==> src/sv/rubnh_pkg.sv <==
package rubnh_pkg;

  localparam int unsigned MaxItemsDefault = 4096;
  localparam int unsigned TimeW = 32;
  localparam int unsigned DistW = 48;
  localparam int unsigned IndexW = 12;
  localparam int unsigned DivW = 50;

  // Register indexes of the configuration port.
  localparam logic [2:0] RegOriginX = 3'd0;
  localparam logic [2:0] RegOriginY = 3'd1;
  localparam logic [2:0] RegOriginZ = 3'd2;
  localparam logic [2:0] RegDirX = 3'd3;
  localparam logic [2:0] RegDirY = 3'd4;
  localparam logic [2:0] RegDirZ = 3'd5;
  localparam logic [2:0] RegMaxDist = 3'd6;

  localparam logic [DistW-1:0] LimitReset = 48'd6553600;

  typedef enum logic [3:0] {
    StIdle,
    StDivStart,
    StDivWait,
    StAxisDone,
    StDistMul,
    StDistSq,
    StUpdate,
    StOut
  } state_e;

  // Start, busy and done of the shared divider.
  typedef struct packed {
    logic start;
    logic busy;
    logic done;
  } div_ctl_t;

endpackage

==> src/sv/rubnh_div.sv <==
// Restoring divider: one quotient bit per cycle, signed result truncated to zero.
module rubnh_div (
  input  logic                            clk_i,
  input  logic                            rst_ni,
  input  logic                            start_i,
  input  logic signed [rubnh_pkg::DivW-1:0] num_i,
  input  logic signed [17:0]              den_i,
  output rubnh_pkg::div_ctl_t             ctl_o,
  output logic signed [rubnh_pkg::DivW:0] quo_o
);
  import rubnh_pkg::*;

  localparam int unsigned CntW = $clog2(DivW + 1);

  logic [DivW-1:0] num_q, num_d;
  logic [17:0]     den_q, den_d;
  logic [DivW-1:0] rem_q, rem_d;
  logic            neg_q, neg_d;
  logic [CntW-1:0] cnt_q, cnt_d;
  logic            busy_q, busy_d;
  logic            done_q, done_d;
  logic [DivW:0]   trial;

  // One shift and subtract step per cycle.
  always_comb begin
    num_d  = num_q;
    den_d  = den_q;
    rem_d  = rem_q;
    neg_d  = neg_q;
    cnt_d  = cnt_q;
    busy_d = busy_q;
    done_d = 1'b0;
    trial  = {rem_q, num_q[DivW-1]} - {{(DivW-17){1'b0}}, den_q};
    if (start_i) begin
      num_d  = num_i[DivW-1] ? DivW'(-num_i) : DivW'(num_i);
      den_d  = den_i[17] ? 18'(-den_i) : 18'(den_i);
      neg_d  = num_i[DivW-1] ^ den_i[17];
      rem_d  = '0;
      cnt_d  = CntW'(DivW);
      busy_d = 1'b1;
    end else if (busy_q) begin
      if (!trial[DivW]) begin
        rem_d = trial[DivW-1:0];
        num_d = {num_q[DivW-2:0], 1'b1};
      end else begin
        rem_d = {rem_q[DivW-2:0], num_q[DivW-1]};
        num_d = {num_q[DivW-2:0], 1'b0};
      end
      cnt_d = cnt_q - 1'b1;
      if (cnt_q == CntW'(1)) begin
        busy_d = 1'b0;
        done_d = 1'b1;
      end
    end
  end

  always_ff @(posedge clk_i or negedge rst_ni) begin
    if (!rst_ni) begin
      busy_q <= 1'b0;
      done_q <= 1'b0;
      cnt_q  <= '0;
    end else begin
      busy_q <= busy_d;
      done_q <= done_d;
      cnt_q  <= cnt_d;
    end
  end

  always_ff @(posedge clk_i) begin
    num_q <= num_d;
    den_q <= den_d;
    rem_q <= rem_d;
    neg_q <= neg_d;
  end

  assign quo_o = neg_q ? -$signed({1'b0, num_q}) : $signed({1'b0, num_q});
  assign ctl_o = '{start: start_i, busy: busy_q, done: done_q};

endmodule

==> config.mk <==
export PLATFORM = sky130hd
export DESIGN_NAME = rubnh_div
export DESIGN_NICKNAME = d
export VERILOG_FILES = /design/src/sv/rubnh_pkg.sv /design/src/sv/rubnh_div.sv
export SDC_FILE = /design/constraint.sdc
export NUM_CORES = 1
export LEC_CHECK = 0
export BUFFER_PORTS_ARGS = -buffer_cell sky130_fd_sc_hd__buf_4
export CAP_MARGIN = 20
export CORE_ASPECT_RATIO = 0.6
export CORE_MARGIN = 2
export CORE_UTILIZATION = 61
export DETAILED_ROUTE_END_ITERATION = 10
export GPL_TIMING_DRIVEN = 1
export PLACE_DENSITY = 0.84
export SYNTH_ARGS = -nofsm -noshare
export SYNTH_HDL_FRONTEND = slang
export SYNTH_SLANG_ARGS = --single-unit
export TNS_END_PERCENT = 1
==> constraint.sdc <==
create_clock -name clk_i -period 8.8 [get_ports clk_i]
set_clock_uncertainty 0.15 [all_clocks]
set_input_delay 1.32 -clock clk_i [delete_from_list [all_inputs] [get_ports clk_i]]
set_output_delay 1.32 -clock clk_i [all_outputs]
set_load 0.01 [all_outputs]
After elaboration in Yosys (flattened, before gate mapping)
Index checks and enable logic that the tools add are counted.
{"block": "word_totals", "register_bits": 127, "latch_bits": 0, "ramBits": 0, "mem_bits_ro": 0, "input_bits": 71, "output_inout_bits": 54, "memories": 0}
{"block": "op_classes", "addsub": 5, "n_mul": 0, "div": 0, "magnitude_cmp": 0, "n_eq_ne": 1, "n_shift": 0, "mux": 15, "n_bitwise": 1, "reduce_logical": 1}
{"cell": "$mux 50", "n": 4}
{"cell": "$mux 51", "n": 1}
{"cell": "$neg 50->51", "n": 1}
{"cell": "$sub 51x18->51", "n": 1}
{"cell": "$neg 50->50", "n": 1}
{"cell": "$neg 18->18", "n": 1}
{"cell": "$mux 17", "n": 1}
{"cell": "$mux 6", "n": 2}
{"cell": "$mux 1", "n": 7}
{"cell": "$eq 6x1->1 const B", "n": 1}
{"cell": "$sub 6x1->6 const B", "n": 1}
{"cell": "$reduce_bool 2->1", "n": 1}
{"cell": "$xor 1x1->1", "n": 1}

Longest topological paths before layout
Gate-level depths: netlist of run 1.
{"block": "logic_depth", "depth_word": 4, "depth_mapped": 13, "mapped_depth_nobuf": 12}

Worst setup path after synthesis of run 1
Ideal clock, no wire load.
{"block": "synth_timing", "kind": "input -> register", "start": "input port num_i[23] in the netlist's numbering", "end": "register num_q[47] (data pin)", "setup_ns": 0.270, "t_arrival_ns": 4.148, "slack_ns": 4.231, "cell_stages": 8, "path_buffers": 0, "cell_sequence": "or4_1 or4_1 or4_1 or4_1 or3_1 o31ai_1 xor2_1 a21oi_1"}
{"block": "synth_between", "elab_chain_cells": 3}
{"item": "start, declared", "line_no": "rubnh_div.sv:6", "rtl": "input logic signed [rubnh_pkg::DivW-1:0] num_i,"}
{"item": "$neg 50->50", "line_no": "rubnh_div.sv:35", "rtl": "num_d = num_i[DivW-1] ? DivW'(-num_i) : DivW'(num_i);"}
{"item": "$mux 50", "line_no": "rubnh_div.sv:35"}
{"item": "$mux 50", "line_no": "rubnh_div.sv:34", "rtl": "if (start_i) begin"}
{"item": "via num_d[47]", "line_no": "rubnh_div.sv:15", "rtl": "logic [DivW-1:0] num_q, num_d;"}
{"item": "end signal, assigned", "line_no": "rubnh_div.sv:70", "rtl": "num_q <= num_d;"}
{"item": "end, declared", "line_no": "rubnh_div.sv:15"}
The timed path passes the listed nets, and every way through them passes these cells.
A chain may end at the register's enable or synchronous reset.

Worst setup path after layout of run 1
{"block": "layout_timing", "start": "register num_q[7]", "end": "output port quo_o[43] in the netlist's numbering"}
{"block": "layout_between", "elab_chain_cells": 2}
{"item": "$neg 50->51", "line_no": "rubnh_div.sv:76", "rtl": "assign quo_o = neg_q ? -$signed({1'b0, num_q}) : $signed({1'b0, num_q});"}
{"item": "$mux 51", "line_no": "rubnh_div.sv:76"}
{"item": "end, declared", "line_no": "rubnh_div.sv:9", "rtl": "output logic signed [rubnh_pkg::DivW:0] quo_o"}
No other way between the ends.

==> flow_metrics.py, run 1 <==
metrics = {
    "logic_synthesis": {
        "synth_top_family_by_area": "simple AND/OR/NAND/NOR gates",
        "synth-seq-cells": 127,
        "synthAdderAreaFrac_pct": 3.46,
        "syn_area_um2": 8900,
        "muxShareOfSynthArea_pct": 0.338,
        "synth_top_cell_area_share_pct": 23.3,
        "synth_compound_area_share_pct": 19.8,
        "synthArstFlopShare_pct": 6.30,
        "synth_edf_count": 69,
        "yosysTopAreaCell": "edfxtp_1",
        "synth_flop_cell": "edfxtp_1",
        "seq_area_frac_synth_pct": 36.8,
        "synth_fp_nets": 1132,
        "synth_cell_type_count": 62,
        "ys.warnings.count": 0,
        "syn_inst": 1037,
        "synthTopCellsByArea": "edfxtp_1 (23%), dfxtp_1 (11%), xnor2_1 (8.9%), xor2_1 (5.3%), nor2_1 (4.6%)",
        "synth_simple_gate_area_share_pct": 21.3,
        "synth.avg_cell_area_um2": 8.58,
        "synth-xor-area-share_pct": 14.2,
    },
    "grt": {
        "groute.usage.overall_pct": 29.4,
        "gr-total-overflow": 0,
        "grt_max_degree": 87,
        "grt_pass1_vias": 7402,
        "antenna_found_initial": 0,
        "grt_pass1_wl_um": 37600,
    },
    "clock_tree": {
        "cts_hold_buf": 0,
        "cts_resized": 0,
        "clk_latency_ns": 0.41,
        "htreeDepth": 4,
        "clock_sinks": 127,
        "cts_setup_buffers": 0,
        "cts-root-buf": "clkbuf_16",
        "cts_buffers": 17,
        "cts_tree": "yes",
        "clk_pin_slew_ns": 0.06,
        "max-clock-path-buffers": 2,
    },
    "timing": {
        "maxSlewHeadroom_pct": 31.3,
        "period_share_pct": 61.8,
        "drv_slew": 0,
        "max_freq_ghz": 0.184,
        "setup_viol": 0,
        "final.setup.tns_ns": 0,
        "worstMarginPinSlew_ns": 1.03,
        "period_minus_slack_ns": 5.44,
        "fin_ws_ns": 3.36,
        "hold_viol_final": 0,
        "rsz0062_at_grt": "no",
    },
    "critical_path": {
        "cpMaxStageDelayCell": "or4_1",
        "end_kind": "output port",
        "cp-startpoint": "num_q[7]",
        "worst-path-max-fanout": 7,
        "crit_required_ns": 7.33,
        "ff2ff_path_depth": 12,
        "worstReg2RegEnd": "rem_q[45]",
        "path_cells": "or4_1 > nor4_1 > nand2b_1 > or2_2 > or4_1 > nand2b_1 > o21ai_0 > xnor2_1 > buf_4",
        "r2r_start": "num_q[49]",
        "path_buf_inv": 1,
        "cp.arrival_ns": 3.97,
        "start_kind": "register",
        "slowest_delay_ns": 0.60,
        "critPathCapture": "quo_o[43]",
        "crit_type": "reg2out",
        "rrSetupSlack_ns": 4.22,
        "critPathTopFamily": "simple AND/OR/NAND/NOR gates",
        "cp.depth": 9,
    },
    "finish": {
        "drive_gt1_share_pct": 16.2,
        "final_cell_mix": "buf_4 (129), nor2_1 (108), nand2_1 (90), xnor2_1 (90), o21ai_0 (74)",
        "diodes": 0,
        "seq_area_um2": 3270,
        "fin_nets": 1225,
        "fill_cells": 1127,
        "final_common_cell": "buf_4",
        "syn_to_final_growth_pct": 18.2,
        "multiInputGateArea_um2": 5260,
    },
    "hold_path": {
        "hold_depth": 2,
        "hold_path.class": "reg2reg",
    },
    "floorplanning": {
        "rows": 34,
        "die_area_um2": 15600,
        "die_height_um": 97.6,
        "start_util_pct": 61.9,
        "coreArea_um2": 14400,
        "chipWidth_um": 160,
        "num_io_pins": 125,
    },
    "job": {
        "drv_cap": 0,
    },
    "detailed_routing": {
        "drtIter0Drc": 928,
        "drc": 0,
        "wl_per_cell_um": 17.4,
        "vias_per_cell": 6.23,
        "final_antenna_net_count": 0,
        "wirelength_um": 23300,
        "dr.pass1.iters": 6,
        "route.vias.total": 8354,
    },
    "placement": {
        "dpl.hpwl_um": 16100,
        "port_buffers": 124,
        "post-place-ws_ns": 3.87,
        "gp_congestion": 0.889,
    },
    "power_and_ir_drop": {
        "ir_worst_vdd_mv": 0.135,
        "power_density_nw_per_um2": 289,
        "leakagePower_nw": 4.07,
    },
    "outcome": {
        "status": "finished clean",
    },
}
-- tightest hold or removal path: cells and delay by family, from the launching register on --
family,cells,cell delay (ns)
simple gates,1,0.05
flops,1,0.32
compound gates,1,0.07
-- synthesized netlist by cell type (6+ instances only) --
cell      instances
edfxtp_1         69
a21oi_1          70
xor2_1           54
nor3_1           21
xnor2_1          90
clkbuf_1         45
nor4_1           15
or2_2            15
or4_1            30
inv_1            35
o21ai_0          74
nor2_1          108
or3_1            33
and3_1            7
a21o_1            6
nand3_1          18
ha_1             23
a311oi_1         24
o41ai_1          17
o31ai_1          39
dfxtp_1          50
dfrtp_1           8
nand2b_1         11
nand2_1          90
o211ai_1          6
-- per-stage QoR --
stage / hold WS, ns / utilization [%] / power, mW / cell area, um2 / std cells
finish: 0.339 / 73.2 / 3.04 / 10500 / 1341
global route: 0.365 / 73.2 / 3.22 / 10500 / 1341
CTS: 0.340 / 73.0 / 3.01 / 10500 / 1340
detailed placement: 0.331 / 68.7 / 2.26 / 9880 / 1308
global placement: 0.325 / 68.7 / 2.22 / 9880 / 1308
floorplan: 0.301 / - / 1.88 / 8900 / 1037
-- worst min-delay path by stage --
stage | from | endpoint | slack (ns)
after floorplan | rem_q[11] | rem_q[11] | 0.30
after global placement | rem_q[11] | rem_q[11] | 0.33
after detailed placement | rem_q[11] | rem_q[11] | 0.33
after CTS | rem_q[11] | rem_q[11] | 0.34
after global routing | rem_q[11] | rem_q[11] | 0.36
final | rem_q[11] | rem_q[11] | 0.34
-- flip-flops by register name, summed over array words and instances, names as in the netlist --
name,flops
busy_q,1
cnt_q,6
neg_q,1
den_q,18
done_q,1
rem_q,50
num_q,50
-- cells by family after synthesis --
logic type | count (synthesis)
simple gates | 376
mux | 3
xor+xnor | 144
buf+inv | 91
flops | 127
compound gates | 272
fa+ha+maj | 24
-- layout make-up --
| cell class | instances | area share, % |
|---|---|---|
| Multi-Input combinational cell | 819 | 50.0 |
| Sequential cell | 127 | 31.1 |
| Timing Repair Buffer | 130 | 9.40 |
| Clock buffer | 18 | 4.08 |
| Tap cell | 198 | 2.35 |
| Clock inverter | 14 | 1.81 |
| Inverter | 35 | 1.25 |
-- power by group --
group,internal [mW],total [mW],switching (mW)
sequential,0.778,0.945,0.167
combinational,0.584,1.36,0.774
clock,0.474,0.740,0.266
total,1.84,3.04,1.21
-- per-layer routing --
metal	part of all wire [%]	GRT usage, %	vias to the layer above
met5	0	0	-
met4	1.6	8.59	0
met3	8.0	4.27	43
met2	43	42.6	421
met1	47	45.4	3874
li1	-	-	4016
Power figures use the tool's default switching activity.
==> run 2: changes to the inputs <==
--- a/config.mk
+++ b/config.mk
@@ -9,10 +9,10 @@
 export CAP_MARGIN = 20
 export CORE_ASPECT_RATIO = 0.6
 export CORE_MARGIN = 2
-export CORE_UTILIZATION = 61
+export CORE_UTILIZATION = 53
 export DETAILED_ROUTE_END_ITERATION = 10
 export GPL_TIMING_DRIVEN = 1
-export PLACE_DENSITY = 0.84
+export PLACE_DENSITY = 0.78
 export SYNTH_ARGS = -nofsm -noshare
 export SYNTH_HDL_FRONTEND = slang
 export SYNTH_SLANG_ARGS = --single-unit
==> constraint.sdc (replaced) <==
create_clock -name clk_i -period 4.8 [get_ports clk_i]
set_clock_uncertainty 0.15 [all_clocks]
set_input_delay 0.72 -clock clk_i [delete_from_list [all_inputs] [get_ports clk_i]]
set_output_delay 0.72 -clock clk_i [all_outputs]
set_load 0.01 [all_outputs]
==> flow_metrics.py, run 2 (synthesis gave the netlist of run 1 again) <==
metrics = {
    "grt": {
        "groute.usage.overall_pct": 26.7,
        "grt_max_degree": 108,
        "grt_pass1_wl_um": 38200,
        "antenna_found_initial": 0,
        "gr-total-overflow": 0,
        "grt_pass1_vias": 7318,
    },
    "clock_tree": {
        "cts_tree": "yes",
        "cts_buffers": 17,
        "cts_setup_buffers": 0,
        "htreeDepth": 4,
        "clk_latency_ns": 0.42,
        "cts-root-buf": "clkbuf_16",
        "clk_pin_slew_ns": 0.06,
        "clock_sinks": 127,
        "max-clock-path-buffers": 2,
    },
    "timing": {
        "period_share_pct": 95.0,
        "period_minus_slack_ns": 4.56,
        "final.setup.tns_ns": 0,
        "rsz0062_at_grt": "no",
        "setup_viol": 0,
        "maxSlewHeadroom_pct": 47.7,
        "max_freq_ghz": 0.219,
        "drv_slew": 0,
        "hold_viol_final": 0,
        "worstMarginPinSlew_ns": 0.776,
    },
    "detailed_routing": {
        "drc": 0,
        "wirelength_um": 23500,
        "met3_length_um": 2020,
        "final_antenna_net_count": 0,
        "dr.pass1.iters": 6,
        "met2_length_um": 9600,
        "drtIter0Drc": 1010,
        "vias_per_cell": 5.99,
        "wl_per_cell_um": 17.0,
        "highest_layer": "met4",
        "wl_met1_um": 11700,
        "route.vias.total": 8254,
    },
    "outcome": {
        "status": "finished clean",
    },
    "placement": {
        "dpl.hpwl_um": 16600,
        "gp_congestion": 0.902,
        "port_buffers": 124,
        "dp_cells": 1345,
    },
    "critical_path": {
        "start_kind": "register",
        "slowest_delay_ns": 0.65,
        "r2r_start": "num_q[49]",
        "rrSetupSlack_ns": 0.66,
        "critical_path.most_common_cell": "or4_1",
        "cp.arrival_ns": 3.69,
        "crit_type": "reg2out",
        "worst-path-max-fanout": 4,
        "worstReg2RegEnd": "rem_q[47]",
        "ff2ff_path_depth": 13,
        "crit_required_ns": 3.93,
        "critPathTopFamily": "simple AND/OR/NAND/NOR gates",
        "cpMaxStageDelayCell": "or4_1",
        "cp.depth": 8,
        "end_kind": "output port",
        "path_cells": "or4_1 > or4_1 > or2_2 > or4_1 > or3_1 > o21ai_0 > xnor2_1 > buf_4",
        "path_buf_inv": 1,
    },
    "finish": {
        "reg_top3": "num_q x50, rem_q x50, den_q x18",
        "final_cell_mix": "buf_4 (135), nor2_1 (108), nand2_1 (90), xnor2_1 (90), o21ai_0 (74)",
        "fin_nets": 1233,
        "layout.cells.non_filler": 1379,
        "fill_cells": 1356,
        "final_common_cell": "buf_4",
        "drive_gt1_share_pct": 17.4,
        "diodes": 0,
        "multiInputGateArea_um2": 5290,
        "seq_area_um2": 3270,
        "syn_to_final_growth_pct": 19.9,
    },
    "hold_path": {
        "hold_path.class": "reg2reg",
        "hold_depth": 2,
        "min-delay-start": "rem_q[4]",
        "min_to": "rem_q[4]",
    },
    "power_and_ir_drop": {
        "combinationalPowerShare_pct": 44.7,
        "power.switching_mw": 2.20,
        "p_clk_share_pct": 24.5,
        "ir_worst_vdd_mv": 0.274,
        "seqPwrFrac_pct": 30.8,
        "leakagePower_nw": 4.13,
        "power_density_nw_per_um2": 524,
        "sw_frac_of_total_pct": 39.3,
        "internal_power_mw": 3.39,
    },
    "floorplanning": {
        "die_area_um2": 17900,
        "die_height_um": 104,
        "start_util_pct": 54.6,
        "coreArea_um2": 16300,
        "num_io_pins": 125,
        "chipWidth_um": 171,
        "rows": 36,
    },
    "job": {
        "drv_cap": 0,
    },
}
==> run 2: changes by cell type in the layout (fill, tap and decap cells not counted), sizes merged <==
cell	delta
buf	+7
dlygate4sd3	+1
inv	-1
clkinvlp	+1
==> run 2: layer usage <==
layer / up-vias / track usage [%]
li1: 4026 / -
met1: 3869 / 42.8
met2: 344 / 36.5
met3: 15 / 5.14
met4: 0 / 5.69
met5: - / 0
==> run 2: through the flow <==
step           utilization (%)  area (um2)  setup slack, ns  hold WS [ns]  power (mW)
2_1_floorplan                -        8900            0.831         0.274        3.45
3_3_place_gp              61.2        9980            0.495         0.323        4.12
3_5_place_dp              61.2        9980            0.457         0.333        4.17
4_1_cts                   65.1       10600           0.0603         0.343        5.57
5_1_grt                   65.4       10700           0.0414         0.342        5.97
6_report                  65.4       10700            0.240         0.338        5.59
==> run 2: layout make-up <==
type                    instances  share of cell area [%]
clock buffers                  18                    4.02
clock inverters                14                    1.79
inverters                      35                    1.23
multi-input cells             819                    49.6
flip-flops and latches        127                    30.7
well taps                     228                    2.67
repair buffers                138                    9.97
==> run 2: worst max-delay path by stage <==
stage	start	end	slack (ns)
floorplan	num_i[23]	num_q[47]	0.83
global placement	num_i[23]	num_q[47]	0.50
detailed placement	num_i[23]	num_q[47]	0.46
CTS	num_q[0]	quo_o[39]	0.06
global route	num_q[0]	quo_o[39]	0.04
finish	num_q[38]	quo_o[49]	0.24
==> run 2: worst reg2reg max path, cell delays in order (launching register included) <==
cell	delay, ns
edfxtp_1	0.44
inv_1	0.09
ha_1	0.16
inv_1	0.05
fa_1	0.39
a21o_1	0.20
a221oi_1	0.28
buf_4	0.19
o211ai_1	0.09
and4_1	0.29
o31ai_4	0.32
nand4_1	0.47
or4_1	0.64
a311oi_1	0.29
==> run 2: timing repair <==
item                                   4_1_cts  5_1_grt
setup endpoints to repair                    1        7
cloned                                       0        0
endpoints found under the hold margin        8        0
hold buffers                                 1        0
gates resized for setup                      1        6
==> run 2: power groups by stage <==
stage	logic [mW]	registers, mW	clock network [mW]
after CTS	2.47	1.71	1.39
after floorplan	1.81	1.65	0
after global placement	2.40	1.72	0
final	2.50	1.72	1.37
after global routing	2.76	1.77	1.44
after detailed placement	2.45	1.73	0
